--- src/rtl/bba_pkg.sv ---
// Shared types and codes for the buddy block allocator.
package bba_pkg;

    localparam int EXP_W  = 5;
    localparam int WIDE_W = 17;
    localparam int STEP_W = 5;
    localparam int UOP_W  = 4;
    localparam int COND_W = 3;

    localparam logic [EXP_W-1:0] TAKEN = 5'h1f;

    localparam logic [1:0] MODE_ALLOC = 2'd0;
    localparam logic [1:0] MODE_FREE  = 2'd1;
    localparam logic [1:0] MODE_QUERY = 2'd2;

    localparam logic [1:0] ST_OK      = 2'd0;
    localparam logic [1:0] ST_NO_FIT  = 2'd1;
    localparam logic [1:0] ST_RANGE   = 2'd2;
    localparam logic [1:0] ST_NOT_ALC = 2'd3;

    localparam logic [UOP_W-1:0] U_NONE      = 4'd0;
    localparam logic [UOP_W-1:0] U_DESC_INIT = 4'd1;
    localparam logic [UOP_W-1:0] U_READ_LEFT = 4'd2;
    localparam logic [UOP_W-1:0] U_DESC_STEP = 4'd3;
    localparam logic [UOP_W-1:0] U_MARK      = 4'd4;
    localparam logic [UOP_W-1:0] U_READ_SIB  = 4'd5;
    localparam logic [UOP_W-1:0] U_UP_WRITE  = 4'd6;
    localparam logic [UOP_W-1:0] U_LEAF_INIT = 4'd7;
    localparam logic [UOP_W-1:0] U_READ_IDX  = 4'd8;
    localparam logic [UOP_W-1:0] U_CLIMB     = 4'd9;
    localparam logic [UOP_W-1:0] U_RESTORE   = 4'd10;
    localparam logic [UOP_W-1:0] U_SET_UNITS = 4'd11;
    localparam logic [UOP_W-1:0] U_ST1       = 4'd12;
    localparam logic [UOP_W-1:0] U_ST2       = 4'd13;
    localparam logic [UOP_W-1:0] U_ST3       = 4'd14;
    localparam logic [UOP_W-1:0] U_FINISH    = 4'd15;

    localparam logic [COND_W-1:0] C_NONE       = 3'd0;
    localparam logic [COND_W-1:0] C_ALWAYS     = 3'd1;
    localparam logic [COND_W-1:0] C_ALLOC_FAIL = 3'd2;
    localparam logic [COND_W-1:0] C_LVL_EQ_K   = 3'd3;
    localparam logic [COND_W-1:0] C_IDX_ZERO   = 3'd4;
    localparam logic [COND_W-1:0] C_TAKEN      = 3'd5;
    localparam logic [COND_W-1:0] C_OFF_BAD    = 3'd6;
    localparam logic [COND_W-1:0] C_ROOT_FULL  = 3'd7;

    localparam logic [STEP_W-1:0] S_A0     = 5'd0;
    localparam logic [STEP_W-1:0] S_A_INIT = 5'd1;
    localparam logic [STEP_W-1:0] S_A_LOOP = 5'd2;
    localparam logic [STEP_W-1:0] S_A_STEP = 5'd3;
    localparam logic [STEP_W-1:0] S_A_MARK = 5'd4;
    localparam logic [STEP_W-1:0] S_UP     = 5'd5;
    localparam logic [STEP_W-1:0] S_UP2    = 5'd6;
    localparam logic [STEP_W-1:0] S_F0     = 5'd7;
    localparam logic [STEP_W-1:0] S_F1     = 5'd8;
    localparam logic [STEP_W-1:0] S_F2     = 5'd9;
    localparam logic [STEP_W-1:0] S_F3     = 5'd10;
    localparam logic [STEP_W-1:0] S_F4     = 5'd11;
    localparam logic [STEP_W-1:0] S_F5     = 5'd12;
    localparam logic [STEP_W-1:0] S_F6     = 5'd13;
    localparam logic [STEP_W-1:0] S_F_REST = 5'd14;
    localparam logic [STEP_W-1:0] S_Q0     = 5'd15;
    localparam logic [STEP_W-1:0] S_Q1     = 5'd16;
    localparam logic [STEP_W-1:0] S_Q2     = 5'd17;
    localparam logic [STEP_W-1:0] S_Q3     = 5'd18;
    localparam logic [STEP_W-1:0] S_Q4     = 5'd19;
    localparam logic [STEP_W-1:0] S_Q5     = 5'd20;
    localparam logic [STEP_W-1:0] S_Q_HIT  = 5'd21;
    localparam logic [STEP_W-1:0] S_ST1    = 5'd22;
    localparam logic [STEP_W-1:0] S_ST2    = 5'd23;
    localparam logic [STEP_W-1:0] S_ST3    = 5'd24;
    localparam logic [STEP_W-1:0] S_DONE   = 5'd25;

    typedef struct packed {
        logic [UOP_W-1:0]  uop;
        logic [COND_W-1:0] cond;
        logic [STEP_W-1:0] target;
    } uword_t;

    typedef struct packed {
        logic alloc_fail;
        logic lvl_eq_k;
        logic idx_zero;
        logic taken;
        logic off_bad;
        logic root_full;
    } flags_t;

endpackage

--- src/rtl/bba_seq.sv ---
// Microprogram sequencer: step counter, control store and branch select.
module bba_seq (
    input  logic                          clk,
    input  logic                          rst_n,
    input  logic                          start,
    input  logic [bba_pkg::STEP_W-1:0]    entry,
    input  bba_pkg::flags_t               flags,
    input  logic                          out_free,
    output logic                          busy,
    output bba_pkg::uword_t               uword
);

    function automatic bba_pkg::uword_t ucode(input logic [bba_pkg::STEP_W-1:0] s);
        bba_pkg::uword_t w;
        w.uop    = bba_pkg::U_NONE;
        w.cond   = bba_pkg::C_NONE;
        w.target = bba_pkg::S_DONE;
        unique case (s)
            bba_pkg::S_A0:     begin w.cond = bba_pkg::C_ALLOC_FAIL; w.target = bba_pkg::S_ST1; end
            bba_pkg::S_A_INIT: w.uop = bba_pkg::U_DESC_INIT;
            bba_pkg::S_A_LOOP:
            begin
                w.uop = bba_pkg::U_READ_LEFT; w.cond = bba_pkg::C_LVL_EQ_K;
                w.target = bba_pkg::S_A_MARK;
            end
            bba_pkg::S_A_STEP:
            begin
                w.uop = bba_pkg::U_DESC_STEP; w.cond = bba_pkg::C_ALWAYS;
                w.target = bba_pkg::S_A_LOOP;
            end
            bba_pkg::S_A_MARK:
            begin
                w.uop = bba_pkg::U_MARK; w.cond = bba_pkg::C_ALWAYS; w.target = bba_pkg::S_UP;
            end
            bba_pkg::S_UP:
            begin
                w.uop = bba_pkg::U_READ_SIB; w.cond = bba_pkg::C_IDX_ZERO;
                w.target = bba_pkg::S_DONE;
            end
            bba_pkg::S_UP2:
            begin
                w.uop = bba_pkg::U_UP_WRITE; w.cond = bba_pkg::C_ALWAYS; w.target = bba_pkg::S_UP;
            end
            bba_pkg::S_F0:     begin w.cond = bba_pkg::C_OFF_BAD; w.target = bba_pkg::S_ST2; end
            bba_pkg::S_F1:     begin w.cond = bba_pkg::C_ROOT_FULL; w.target = bba_pkg::S_ST3; end
            bba_pkg::S_F2:     w.uop = bba_pkg::U_LEAF_INIT;
            bba_pkg::S_F3:     w.uop = bba_pkg::U_READ_IDX;
            bba_pkg::S_F4:     begin w.cond = bba_pkg::C_TAKEN; w.target = bba_pkg::S_F_REST; end
            bba_pkg::S_F5:     begin w.cond = bba_pkg::C_IDX_ZERO; w.target = bba_pkg::S_ST3; end
            bba_pkg::S_F6:
            begin
                w.uop = bba_pkg::U_CLIMB; w.cond = bba_pkg::C_ALWAYS; w.target = bba_pkg::S_F3;
            end
            bba_pkg::S_F_REST:
            begin
                w.uop = bba_pkg::U_RESTORE; w.cond = bba_pkg::C_ALWAYS; w.target = bba_pkg::S_UP;
            end
            bba_pkg::S_Q0:     begin w.cond = bba_pkg::C_OFF_BAD; w.target = bba_pkg::S_ST2; end
            bba_pkg::S_Q1:     w.uop = bba_pkg::U_LEAF_INIT;
            bba_pkg::S_Q2:     w.uop = bba_pkg::U_READ_IDX;
            bba_pkg::S_Q3:     begin w.cond = bba_pkg::C_TAKEN; w.target = bba_pkg::S_Q_HIT; end
            bba_pkg::S_Q4:     begin w.cond = bba_pkg::C_IDX_ZERO; w.target = bba_pkg::S_ST3; end
            bba_pkg::S_Q5:
            begin
                w.uop = bba_pkg::U_CLIMB; w.cond = bba_pkg::C_ALWAYS; w.target = bba_pkg::S_Q2;
            end
            bba_pkg::S_Q_HIT:  begin w.uop = bba_pkg::U_SET_UNITS; w.cond = bba_pkg::C_ALWAYS; end
            bba_pkg::S_ST1:    begin w.uop = bba_pkg::U_ST1; w.cond = bba_pkg::C_ALWAYS; end
            bba_pkg::S_ST2:    begin w.uop = bba_pkg::U_ST2; w.cond = bba_pkg::C_ALWAYS; end
            bba_pkg::S_ST3:    begin w.uop = bba_pkg::U_ST3; w.cond = bba_pkg::C_ALWAYS; end
            bba_pkg::S_DONE:   w.uop = bba_pkg::U_FINISH;
            default:           w.cond = bba_pkg::C_ALWAYS;
        endcase
        return w;
    endfunction

    logic [bba_pkg::STEP_W-1:0] step_reg, step_next;
    logic                       busy_reg, busy_next;
    logic                       jump;

    always_comb
    begin
        if (busy_reg)
        begin
            uword = ucode(step_reg);
        end
        else
        begin
            uword.uop    = bba_pkg::U_NONE;
            uword.cond   = bba_pkg::C_NONE;
            uword.target = bba_pkg::S_DONE;
        end
    end

    always_comb
    begin
        unique case (uword.cond)
            bba_pkg::C_NONE:       jump = 1'b0;
            bba_pkg::C_ALWAYS:     jump = 1'b1;
            bba_pkg::C_ALLOC_FAIL: jump = flags.alloc_fail;
            bba_pkg::C_LVL_EQ_K:   jump = flags.lvl_eq_k;
            bba_pkg::C_IDX_ZERO:   jump = flags.idx_zero;
            bba_pkg::C_TAKEN:      jump = flags.taken;
            bba_pkg::C_OFF_BAD:    jump = flags.off_bad;
            bba_pkg::C_ROOT_FULL:  jump = flags.root_full;
            default:               jump = 1'b0;
        endcase
    end

    always_comb
    begin
        step_next = step_reg;
        busy_next = busy_reg;
        if (start)
        begin
            busy_next = 1'b1;
            step_next = entry;
        end
        else if (busy_reg)
        begin
            if (uword.uop == bba_pkg::U_FINISH)
            begin
                if (out_free)
                begin
                    busy_next = 1'b0;
                end
            end
            else if (jump)
            begin
                step_next = uword.target;
            end
            else
            begin
                step_next = step_reg + bba_pkg::STEP_W'(1);
            end
        end
    end

    always_ff @(posedge clk or negedge rst_n)
    begin
        if (!rst_n)
        begin
            step_reg <= bba_pkg::S_DONE;
            busy_reg <= 1'b0;
        end
        else
        begin
            step_reg <= step_next;
            busy_reg <= busy_next;
        end
    end

    assign busy = busy_reg;

endmodule

--- config.mk ---
export PLATFORM = sky130hd
export DESIGN_NAME = bba_seq
export DESIGN_NICKNAME = d
export VERILOG_FILES = /design/src/rtl/bba_pkg.sv /design/src/rtl/bba_seq.sv
export SDC_FILE = /design/constraint.sdc
export NUM_CORES = 1
export LEC_CHECK = 0
export ABC_AREA = 0
export BUFFER_PORTS_ARGS = -buffer_cell sky130_fd_sc_hd__buf_2
export CORE_MARGIN = 2
export CORE_UTILIZATION = 45
export CTS_CLUSTER_DIAMETER = 150
export DETAILED_ROUTE_END_ITERATION = 10
export GPL_ROUTABILITY_DRIVEN = 0
export GPL_TIMING_DRIVEN = 0
export HOLD_SLACK_MARGIN = 0.12
export PLACE_DENSITY = 0.66
export SYNTH_ARGS = -nofsm -noshare
export SYNTH_HDL_FRONTEND = slang
export SYNTH_SLANG_ARGS = --single-unit
--- constraint.sdc ---
create_clock -name clk -period 4.7 [get_ports clk]
set_clock_uncertainty 0.05 [all_clocks]
set_input_delay 0.47 -clock clk [delete_from_list [all_inputs] [get_ports clk]]
set_output_delay 0.47 -clock clk [all_outputs]
set_load 0.01 [all_outputs]
Word-level counts from Yosys, hierarchy flattened
Index checks and enable logic that the tools add are counted.
{ "totals": {"regBits": 6, "in_bits": 15, "out_inout_bits": 13, "word_cells": 63} }
{ "classes": {"addsub": 1, "n_eq_ne": 34, "mux": 13, "reduce_logical": 13} }
{ "ops": {"columns": ["op", "n"], "rows": [
  ["$pmux W4 S15", 1],
  ["$eq A5 B5 Y1 const B", 10],
  ["$pmux W5 S10", 1],
  ["$eq A5 B4 Y1 const B", 8],
  ["$pmux W3 S7", 1],
  ["$eq A5 B3 Y1 const B", 4],
  ["$mux W5", 4],
  ["$eq A3 B3 Y1 const B", 4],
  ["$mux W12", 1],
  ["$eq A5 B2 Y1 const B", 2],
  ["$reduce_or A2 Y1", 5],
  ["$reduce_or A3 Y1", 3],
  ["$pmux W1 S8", 1],
  ["$eq A3 B2 Y1 const B", 2],
  ["$reduce_or A6 Y1", 1],
  ["$add A5 B1 Y5 const B", 1],
  ["$eq A5 B1 Y1 const B", 1],
  ["$logic_not A5 Y1", 1],
  ["$eq A4 B4 Y1 const B", 1],
  ["$mux W1", 4],
  ["$eq A3 B1 Y1 const B", 1],
  ["$logic_not A3 Y1", 1],
  ["$ne A2 B2 Y1 const B", 1],
  ["$reduce_and A2 Y1", 1],
  ["$reduce_bool A2 Y1", 1]
]} }

Depth between registers and ports, before layout
{ "depth": {"ltp_word": 10, "ltp_mapped": 11, "depth_no_buf": 9} }

Worst setup path before layout
No wires, ideal clock.
{ "synth_path": {"kind": "reg-to-output", "from": "register step_reg[2] (netlist bit)", "to": "output port uword[5] (netlist bit)", "arrival_ns": 2.047, "t_required_ns": 4.180, "setup_slack_ns": 2.133, "stages_incl_launch_ff": 10, "path_buffers": 3, "path_cell_list": "dfrtp_1 > buf_4 > buf_4 > clkbuf_1 > and3_1 > ha_1 > a21oi_2 > nand2_2 > o32ai_4 > and2_1"} }
{ "synth_lines": {"columns": ["item", "line_no", "rtl"], "rows": [
  ["from (decl)", "bba_seq.sv:77", "logic [bba_pkg::STEP_W-1:0] step_reg, step_next;"],
  ["from (signal assigned)", "bba_seq.sv:143", "step_reg <= bba_pkg::S_DONE;"],
  ["from (signal assigned)", "bba_seq.sv:148", "step_reg <= step_next;"],
  ["to (decl)", "bba_seq.sv:10", "output bba_pkg::uword_t uword"]
]} }

==> flow_summary.yaml <==
worst_setup_path:
  cp_slowest_stage_delay_ps: 410
  cp_top_family: "buffers and inverters"
  worst-path-buf-inv: 4
  r2r_end: "step_reg[2]$_DFFE_PN0P_"
  crit_path_start_kind: "register"
  crit_chain: "buf_4, buf_4, clkbuf_1, and3_1, ha_1, a21o_1, a21oi_1, a21oi_1, o21a_1, buf_2"
  crit_path_end_kind: "primary output"
  critPathKind: "register to primary output"
  ff2ff_path_depth: 11
  r2r-start: "step_reg[2]$_DFFE_PN0P_"
  startpoint: "step_reg[2]$_DFFE_PN0P_"
  crit_end: "uword[2]"
  crit_arrival_ps: 2710
  crit_slowest_cell: "clkbuf_1"
  path_depth: 10
  crit_required_ps: 4180
  cp_max_fo: 10
  ff2ff_setup_slack_ps: 1760
global_routing:
  grt_pass1_wl_um: 6706
  grt_max_degree: 11
  grt.total_usage_pct: 24.35
  antenna_found_initial: 0
  grt_overflow: 0
  grt_pass1_vias: 1414
yosys:
  async_flop_share_pct: 100.0
  ys_top_cells_by_count: "nor2_1 (14), a21oi_1 (12), inv_1 (10), nand2_1 (10), o21ai_0 (7)"
  syn_area_per_cell_um2: 8.190
  yosysWarnings: 0
  yosys.area.top_type: "dfstp_2"
  syn_inst: 174
  synth_top_area_share_pct: 5.531
  synthFlopType: "dfstp_2"
  synth-edff-count: 0
  synth_fp_nets: 194
  synth.most_common_cell: "nor2_1"
  synth.distinct_cells: 68
  synth_area_leaders: "dfstp_2 (5.5%), dfrtp_1 (5.3%), ha_1 (4.4%)"
  ys_seq_area_share_pct: 10.80
  ys_ff_latch: 6
  syn_area_um2: 1425
power:
  seqPwrFrac_pct: 7.5
  leakagePower_nw: 0.7304
  intPower_mw: 0.6746
  p_clk_share_pct: 3.3
  p_sw_share_pct: 55.37
  power_frac_comb_pct: 89.3
  powerDensity_nw_per_um2: 918.0
  p_switching_mw: 0.8369
  peakVddDrop_mv: 0.5652
clocking:
  cts_buffers: 3
  clock_sinks: 6
  cts_setup_buffers: 0
  cts_max_level: 1
  cts_resized: 0
  cts_buffer_depth: 2
  cts_root_buffer: "clkbuf_4"
  path_clk_slew_ps: 40
  insertion_delay_ps: 240
  cts_tree: "done"
outcome:
  status: "finished, final reports clean"
die:
  die_w_um: 60.28
  start_util_pct: 47.07
  io_pins: 28
  rows: 20
  die-height_um: 60.28
  design.die.area_um2: 3633
  core_area_um2: 3028
sta:
  hold_violations: 0
  max_freq_mhz: 309.5
  worstMarginPinSlew_ps: 481.9
  setup_tns_ps: 0
  grt_setup_unrepaired: "no"
  drv_slew: 0
  fin_crit_sh_pct: 68.75
  period_minus_slack_ps: 3231
  slew_headroom_pct: 67.87
  hold-worst-slack_ps: 493.7
  setup_violations: 0
layout:
  largest_reg_flops: 5
  fillers: 294
  final_area_um2: 1647
  area_growth_pct: 15.54
  fin_nets: 226
  drive_above_1_share_pct: 36.10
  diodes: 0
  utilization_pct: 54.38
drt:
  routed_wl_um: 4014
  post_drt_via_cell_ratio: 5.916
  drt-pass1-iter-count: 4
  post_drt_wl_per_cell_um: 16.12
  detail-route-antenna-nets: 0
  route.detailed.drc: 0
  vias: 1473
  drtIter0Drc: 68
place:
  dp_hpwl_um: 3204
  place_area_um2: 1610
  io_buffers: 26
hold_path:
  hold_class: "input port to register"
flow_run:
  cap_violations: 0
==> logic make-up (layout without fill, tap and decap cells) <==
family / after synthesis / after routing / synth area share, %
adders and majority gates: 5 / 5 / 4.390
and+or+nand+nor: 70 / 70 / 30.03
DFF: 6 / 6 / 10.80
buffers and inverters: 22 / 53 / 9.307
AOI/OAI and AO/OA: 67 / 67 / 43.02
xor gates and xnor gates: 4 / 4 / 2.459
==> timing repair <==
action | CTS | global route
endpoints found under the setup margin | 0 | 0
hold buffers | 1 | 0
hold endpoints to repair | 3 | 0
==> through the flow <==
step	cells	setup slack, ps	power, mW
final	249	1469	1.512
after global routing	249	1267	1.649
after CTS	249	1526	1.502
after detailed placement	244	1793	1.443
after global placement	244	1825	1.419
after floorplan	174	2133	1.137
==> metal layers <==
metal	up-vias	part of all wire [%]	global-route usage, %
met5	-	0	0
met4	0	2.3	11.75
met3	9	5.1	3.030
met2	61	50	39.91
met1	693	43	31.26
li1	710	-	-
==> worst min path at each step <==
stage	startpoint	endpoint	slack, ps	cells past startpoint
2_1_floorplan	rst_n	busy$_DFF_PN0_	120	0
3_3_place_gp	rst_n	busy$_DFF_PN0_	250	1
3_5_place_dp	rst_n	busy$_DFF_PN0_	250	1
4_1_cts	entry[3]	step_reg[3]$_DFFE_PN1P_	490	4
5_1_grt	entry[4]	step_reg[4]$_DFFE_PN1P_	490	4
6_report	entry[4]	step_reg[4]$_DFFE_PN1P_	490	4
==> cells in the final DEF, fill, tap and decap left out, drive strengths merged, types with 2 or more instances in the layout <==
cell type / Yosys / layout
or2: 3 / 3
nand2b: 7 / 7
o211ai: 3 / 3
xor2: 3 / 3
and3: 3 / 3
nand2: 13 / 13
a311oi: 2 / 2
o31ai: 2 / 2
o32ai: 2 / 2
nor3: 5 / 5
a21oi: 14 / 14
and2b: 4 / 4
and2: 5 / 5
nand4: 2 / 2
a21o: 3 / 3
o21a: 3 / 3
clkbuf: 2 / 6
dfstp: 3 / 3
o21ai: 10 / 10
buf: 10 / 36
a32oi: 2 / 2
o211a: 2 / 2
nor2: 15 / 15
nand3: 6 / 6
a221oi: 3 / 3
o31a: 3 / 3
dfrtp: 3 / 3
ha: 5 / 5
o221ai: 2 / 2
a31oi: 6 / 6
o22ai: 3 / 3
nor2b: 4 / 4
inv: 10 / 10
==> final cells by class <==
class                   instances  area [um^2]  area share, %
well taps                      44        55.05          3.343
inverters                      10        37.54          2.280
plain buffers                  12        95.09          5.775
repair buffers                 27        140.1          8.511
flip-flops and latches          6        153.9          9.347
clock buffers                   4        26.28          1.596
multi-input cells             146         1139          69.15
==> tightest hold or removal path: stages <==
cell     delay, ps
buf_2           80
nand2_1         40
o31a_1         100
o31ai_2         50
==> power by group through the flow <==
stage / combinational, mW / sequential (mW) / clock [mW]
after floorplan: 1.03 / 0.103 / 0
after detailed placement: 1.33 / 0.113 / 0
after CTS: 1.34 / 0.112 / 0.0520
final: 1.35 / 0.113 / 0.0494
after global routing: 1.48 / 0.117 / 0.0552
after global placement: 1.31 / 0.113 / 0
No activity file was read; power rests on OpenSTA's default activity.
